## src/hdl/amet_pkg.sv

```systemverilog
// Package with shared types and constants for the master election table.
`default_nettype none
package amet_pkg;

  localparam logic [1:0] CMD_OBSERVE = 2'd0;
  localparam logic [1:0] CMD_TOUCH   = 2'd1;
  localparam logic [1:0] CMD_EXPIRE  = 2'd2;

  localparam logic [2:0] REG_SELF_ADDRESS = 3'd0;
  localparam logic [2:0] REG_SELF_METRIC  = 3'd1;
  localparam logic [2:0] REG_SELF_COUNTER = 3'd2;
  localparam logic [2:0] REG_PEER_TIMEOUT = 3'd3;
  localparam logic [2:0] REG_MAX_HEIGHT   = 3'd4;

  // One table entry.
  typedef struct packed {
    logic [47:0] address;
    logic [47:0] master;
    logic [47:0] sync_addr;
    logic [63:0] last_seen;
    logic [7:0]  distance;
    logic [31:0] metric;
    logic [31:0] counter;
  } entry_t;

  // Elected state.
  typedef struct packed {
    logic [47:0] master;
    logic [47:0] sync_addr;
    logic [7:0]  distance;
    logic [31:0] metric;
    logic [31:0] counter;
  } elect_t;

  // Commands from the controller to the datapath.
  typedef struct packed {
    logic load;        // capture the input item
    logic scan_clear;  // clear the scan pointer and compaction write pointer
    logic compact;     // one compaction step at the scan pointer
    logic compact_end; // commit compacted count
    logic find;        // one search step
    logic find_sync;   // the search looks for the own sync master
    logic write;       // insert or update the observed peer
    logic touch;       // refresh timestamp of the found entry
    logic elect_init;  // start an election with self as candidate
    logic elect_step;  // compare one entry against the candidate
    logic elect_done;  // commit the elected state
    logic first_elect; // the commit is the first election of this item
    logic respond;     // build the result
  } dp_cmd_t;

  typedef struct packed {
    logic scan_done;   // the scan pointer reached the count
    logic found;       // the search hit
    logic valid_obs;   // the observe item passes its checks
    logic room;        // the table has a free slot
  } dp_sts_t;

endpackage
`default_nettype wire

```

## src/hdl/amet_ctrl.sv

```systemverilog
// Controller state machine of the master election table.
`default_nettype none
module amet_ctrl
  import amet_pkg::*;
(
  input  wire logic       clk,
  input  wire logic       rst_n,
  input  wire logic       in_fire,
  input  wire logic [1:0] cmd,
  input  wire logic       out_free,
  input  var  dp_sts_t    sts,
  output var  dp_cmd_t    cmd_o,
  output logic            busy
);

  typedef enum logic [12:0] {
    S_IDLE    = 13'b0000000000001,
    S_DECODE  = 13'b0000000000010,
    S_COMPACT = 13'b0000000000100,
    S_E1INIT  = 13'b0000000001000,
    S_E1STEP  = 13'b0000000010000,
    S_FCLR    = 13'b0000000100000,
    S_FIND    = 13'b0000001000000,
    S_WRITE   = 13'b0000010000000,
    S_E2INIT  = 13'b0000100000000,
    S_E2STEP  = 13'b0001000000000,
    S_SICLR   = 13'b0010000000000,
    S_SIFIND  = 13'b0100000000000,
    S_RESP    = 13'b1000000000000
  } state_t;

  state_t state_r, state_nxt;
  logic [1:0] cmd_r, cmd_nxt;

  always_ff @(posedge clk) begin
    if (!rst_n) begin
      state_r <= S_IDLE;
      cmd_r   <= CMD_OBSERVE;
    end else begin
      state_r <= state_nxt;
      cmd_r   <= cmd_nxt;
    end
  end

  assign busy = (state_r != S_IDLE);

  always_comb begin
    state_nxt = state_r;
    cmd_nxt   = cmd_r;
    cmd_o     = '0;
    case (state_r)
      S_IDLE: begin
        if (in_fire) begin
          cmd_o.load = 1'b1;
          cmd_nxt    = cmd;
          state_nxt  = S_DECODE;
        end
      end
      S_DECODE: begin
        cmd_o.scan_clear = 1'b1;
        if ((cmd_r == CMD_OBSERVE && sts.valid_obs) || cmd_r == CMD_EXPIRE)
          state_nxt = S_COMPACT;
        else if (cmd_r == CMD_TOUCH)
          state_nxt = S_FIND;
        else
          state_nxt = S_SICLR;
      end
      S_COMPACT: begin
        if (sts.scan_done) begin
          cmd_o.compact_end = 1'b1;
          state_nxt = S_E1INIT;
        end else begin
          cmd_o.compact = 1'b1;
        end
      end
      S_E1INIT: begin
        cmd_o.elect_init = 1'b1;
        state_nxt = S_E1STEP;
      end
      S_E1STEP: begin
        if (sts.scan_done) begin
          cmd_o.elect_done  = 1'b1;
          cmd_o.first_elect = 1'b1;
          state_nxt = (cmd_r == CMD_OBSERVE) ? S_FCLR : S_SICLR;
        end else begin
          cmd_o.elect_step = 1'b1;
        end
      end
      S_FCLR: begin
        cmd_o.scan_clear = 1'b1;
        state_nxt = S_FIND;
      end
      S_FIND: begin
        if (sts.found || sts.scan_done) begin
          if (cmd_r == CMD_TOUCH) begin
            cmd_o.touch = 1'b1;
            state_nxt = S_SICLR;
          end else if (sts.found || sts.room) begin
            state_nxt = S_WRITE;
          end else begin
            state_nxt = S_SICLR;
          end
        end else begin
          cmd_o.find = 1'b1;
        end
      end
      S_WRITE: begin
        cmd_o.write = 1'b1;
        state_nxt = S_E2INIT;
      end
      S_E2INIT: begin
        cmd_o.elect_init = 1'b1;
        state_nxt = S_E2STEP;
      end
      S_E2STEP: begin
        if (sts.scan_done) begin
          cmd_o.elect_done = 1'b1;
          state_nxt = S_SICLR;
        end else begin
          cmd_o.elect_step = 1'b1;
        end
      end
      S_SICLR: begin
        cmd_o.scan_clear = 1'b1;
        state_nxt = S_SIFIND;
      end
      S_SIFIND: begin
        if (sts.found || sts.scan_done) begin
          state_nxt = S_RESP;
        end else begin
          cmd_o.find      = 1'b1;
          cmd_o.find_sync = 1'b1;
        end
      end
      S_RESP: begin
        if (out_free) begin
          cmd_o.respond = 1'b1;
          state_nxt = S_IDLE;
        end
      end
      default: state_nxt = S_IDLE;
    endcase
  end

endmodule
`default_nettype wire

```

## config.mk

```make
export PLATFORM = sky130hd
export DESIGN_NAME = amet_ctrl
export DESIGN_NICKNAME = d
export VERILOG_FILES = /design/src/hdl/amet_pkg.sv /design/src/hdl/amet_ctrl.sv
export SDC_FILE = /design/constraint.sdc
export NUM_CORES = 1
export LEC_CHECK = 0
export ABC_AREA = 1
export BUFFER_PORTS_ARGS = -buffer_cell sky130_fd_sc_hd__buf_2
export CAP_MARGIN = 20
export CORE_ASPECT_RATIO = 1.2
export CORE_MARGIN = 2
export CORE_UTILIZATION = 45
export DETAILED_ROUTE_END_ITERATION = 8
export PLACE_DENSITY_LB_ADDON = 0.25
export SETUP_SLACK_MARGIN = 0.05
export SLEW_MARGIN = 10
export SYNTH_ARGS = -nofsm -noshare
export SYNTH_HDL_FRONTEND = slang
export SYNTH_SLANG_ARGS = --single-unit
```

## constraint.sdc

```tcl
create_clock -name clk -period 1.9 [get_ports clk]
set_clock_uncertainty 0.2 [all_clocks]
set_input_delay 0.57 -clock clk [delete_from_list [all_inputs] [get_ports clk]]
set_output_delay 0.57 -clock clk [all_outputs]
set_load 0.03 [all_outputs]
```

==> metrics.txt, run 1 <==
largest net degree at the start of global routing 10; H-tree levels 1; Cells after Synth 173; grt repair worst endpoint cmd_o[8]; hpwl dp 2319 um; cts hold-fix bufs 0; Mapped Nets 183; CTS Sinks 15; post-synthesis instance area 0.001023 mm2; Num CTS Buffers 3; Unique masters post-synth 20; post-synthesis sequential area ratio 29.34%; Die Span X 47.54 um; FP Rows 18; PortBufs 23; CTS root buffer clkbuf_4; Yosys top cell by area dfxtp_1; Warnings, synthesis 0; starting density of the core 48.87%; DP Worst Slack -0.2273 ns; io pins 24; average instance area after synthesis 5.916 um2; status aborted with a tool error; DIE HEIGHT 56.24 um; Area contributors post-synth dfxtp_1, nor2_1, nand2_1; #FFs+latches synth 15; WEP type output port; Longest Clk Path Bufs 2; GPL Wtd Cong 0.8944; Stop stage 5_1_grt; Synth top area share 29.34%; error message [ERROR DPL-0038] Utilization greater than 100%, impossible to legalize
-- logic make-up after synthesis --
family | Yosys count | synth area share, %
AOI/OAI and AO/OA | 12 | 6.112
buffers and inverters | 30 | 11.74
DFF | 15 | 29.34
and+or+nand+nor | 116 | 52.81
-- per-stage QoR --
| step | hold WS (ns) | cells | util [%] | cell area (um2) |
|---|---|---|---|---|
| after floorplan | 0.2524 | 173 | - | 1144 |
| after global placement | 0.2744 | 250 | 70.49 | 1476 |
| after detailed placement | 0.2877 | 250 | 70.49 | 1476 |
| after CTS | 0.3001 | 277 | 90.38 | 1893 |
-- cells in the mapped netlist (all sizes together) --
master  count
a21oi       5
buf         1
clkbuf      1
dfxtp      15
inv        28
nand2      44
nand3      17
nand3b      1
nand4       2
nor2       44
nor3        4
nor3b       2
o21a        1
o21ai       6
or2         1
or3b        1
-- timing repair --
item	in CTS
hold endpoints to repair	0
gates cloned	1
gates resized for setup	68
setup buffers	22
endpoints found under the setup margin	26
pin swaps	20
==> run 2: changes to the inputs <==
Settings changed: CORE_AREA from default to 2 2 63 65, CORE_ASPECT_RATIO 1.2 to default, CORE_MARGIN 2 to default, CORE_UTILIZATION 45 to default, DIE_AREA from default to 0 0 65 67, PLACE_DENSITY_LB_ADDON 0.25 to 0.15, SETUP_SLACK_MARGIN 0.05 to default.
Clock period 1.9 ns to 2.5 ns, I/O delays scaled along.
==> run 2 against run 1 <==
  * The flow now finishes, with violations (negative setup slack)
  * Synthesized cell count stayed put
  * Area after synthesis unchanged
==> metrics.txt, run 2 <==
status finished with violations; violated checks negative setup slack; minimum clock period 2.526 ns; FMAX 395.9 MHz; count leader, synth nor2_1; Crit. End Element primary output; Final Hold Viols 0; Final period util 101.0%; via total after detailed routing 1144; global-route layer with the greatest usage met2; final worst setup slack -0.02584 ns; CTS tree done; Synth Flop Type dfxtp_1; critical setup path kind reg -> out; GR met2 Demand/Resource 22.68%; worst min-delay path startpoint state_r[11]$_SDFFE_PN0P_; CTS Sinks 15; Warnings, synthesis 0; Top reg by flops state_r; post-synthesis instance area 0.001023 mm2; Final setup viols 1; max_slew headroom 80.97%; share of post-route cells with drive strength above 1 35.92%; number of flip-flops in the largest register 13; Routed Wire Length 2843 um; Longest Clk Path Bufs 2; Num CTS Buffers 3; io pins 24; Overall Global Routing Usage 13.77%; Synth top area share 29.34%; die footprint 0.004355 mm2; Die Span X 65 um; top flop regs state_r: 13 flops, cmd_r: 2 flops; GRT met1 Usage 17.63%; DIE HEIGHT 67 um; core area 0.003606 mm2; PortBufs 23; CP delay by family, top simple AND/OR/NAND/NOR gates; Post-synth top cells nor2_1, nand2_1, inv_1, nand3_1, dfxtp_1; CP Cell Sequence nor2_4 -> nand2_2 -> nor2_4 -> or3b_4 -> nand2_2 -> buf_6; FP Rows 22; r2r startpoint state_r[6]$_SDFFE_PN0P_; post-synthesis sequential area ratio 29.34%; Worst EP arrival 1.58 ns; worst skew pair latency 0.25 ns; Worst Path Max Fanout 6; first-pass GRT wire length 4519 um; grt total ovfl 0; #FFs+latches synth 15; Mapped Nets 183; first-pass detailed-route iteration total 4; Unique masters post-synth 20; Least-Margin Pin Slew 0.2832 ns; CTS root buffer clkbuf_8; maxcap violations 0; EDFF count, synth 0; GPL Wtd Cong 0.7918; Vias per Instance 4.504; hpwl dp 2304 um; Cells after Synth 173; Startpoint Class flop; Routed wire per std cell 11.19 um; Pwr Density 742.8 mW/mm2; met3 GRT Util 3.041%; Layout area overhead 40.95%; starting density of the core 28.38%; Final Core Density 40.01%; remaining antenna violation count 0; H-tree levels 1; unrepaired setup endpoints after global routing true; Max VDD drop 0.5091 mV; vias in the first global route 1043; Slowest cell on crit path or3b_4; Worst Path Required 1.55 ns; hold crit path type reg -> reg; Fill cells 429; antenna violations before repair 0; final hold slack 0.2854 ns; Final nets 217; Yosys top cell by area dfxtp_1; DRT iter0 DRCs 53; average instance area after synthesis 5.916 um2; Area contributors post-synth dfxtp_1, nor2_1, nand2_1; Max Slew Vio Count 0; Worst Path Buf+Inv 1; crit-path max cell delay 0.42 ns; commonest cells after routing, fill and taps aside nand2_1, nor2_1, inv_1, nand3_1; DR DRC count 0; n_diodes 0; static leakage 0.7729 nW; Synth async-reset ratio 0%; leading cell type in the layout, fill and taps excluded nand2_1; clock slew at reported path FFs 0.07 ns; Worst Setup SP state_r[8]$_SDFFE_PN0P_; largest net degree at the start of global routing 11
==> run 2: cell counts after synthesis <==
Identical to the previous run, type by type.
==> run 2: layout make-up <==
class	count	area (um2)	share of cell area [%]
inverters	28	105.1	7.285
flip-flops and latches	15	306.5	21.25
well taps	48	60.06	4.163
clock inverters	1	5.005	0.3469
multi-input cells	128	691.9	47.96
clock buffers	3	41.29	2.862
repair buffers	31	232.7	16.13
==> run 2: kinds of logic (layout without fill, tap and decap cells) <==
| family | after synthesis | in the layout | synth area share [%] |
|---|---|---|---|
| compound gates | 12 | 12 | 6.112 |
| flops | 15 | 15 | 29.34 |
| buf+inv | 30 | 63 | 11.74 |
| simple gates | 116 | 116 | 52.81 |
==> run 2: report_power, final <==
part	switching, mW	internal [mW]	leakage [nW]
combinational	0.367	0.195	0.624
sequential	0.0301	0.273	0.124
clock	0.0961	0.111	0.0255
total	0.493	0.579	0.773
==> run 2: final timing paths <==
| kind | to | slack, ns | cells after the start |
|---|---|---|---|
| max reg2reg | state_r[7]$_SDFFE_PN0P_ | 0.52 | 11 |
| min reg2reg | state_r[11]$_SDFFE_PN0P_ | 0.29 | 2 |
| min | state_r[11]$_SDFFE_PN0P_ | 0.29 | 2 |
| max | cmd_o[4] | -0.03 | 6 |
==> run 2: through the flow <==
stage / TNS [ns] / cells / area [um2] / power [mW] / setup WS (ns)
detailed placement: 0 / 247 / 1221 / 0.7932 / 0.1287
floorplan: 0 / 173 / 1023 / 0.6553 / 0.01764
global placement: 0 / 247 / 1221 / 0.7986 / 0.1252
finish: -0.02584 / 254 / 1443 / 1.072 / -0.02584
CTS: -0.04172 / 254 / 1350 / 1.028 / -0.03265
global route: -0.2833 / 254 / 1443 / 1.145 / -0.09184
==> run 2: what timing repair did <==
action | CTS | global route
hold buffers | 0 | 0
resized for setup | 23 | 30
pin swaps | 3 | 4
buffers inserted | 3 | 0
setup endpoints to repair | 12 | 13
==> run 2: routing by layer <==
metal	routed length, um	vias to the layer above	share of wire (%)
li1	-	602	-
met1	1329	505	47
met2	1279	29	45
met3	160	8	5.6
met4	74	0	2.6
met5	0	-	0
==> run 2: tightest hold or removal path: cells and delay by family (launching register included) <==
kind            cells  cell delay [ns]
compound gates      1             0.05
flops               1             0.32
simple gates        1             0.06
(Power assumes the default switching activity.)
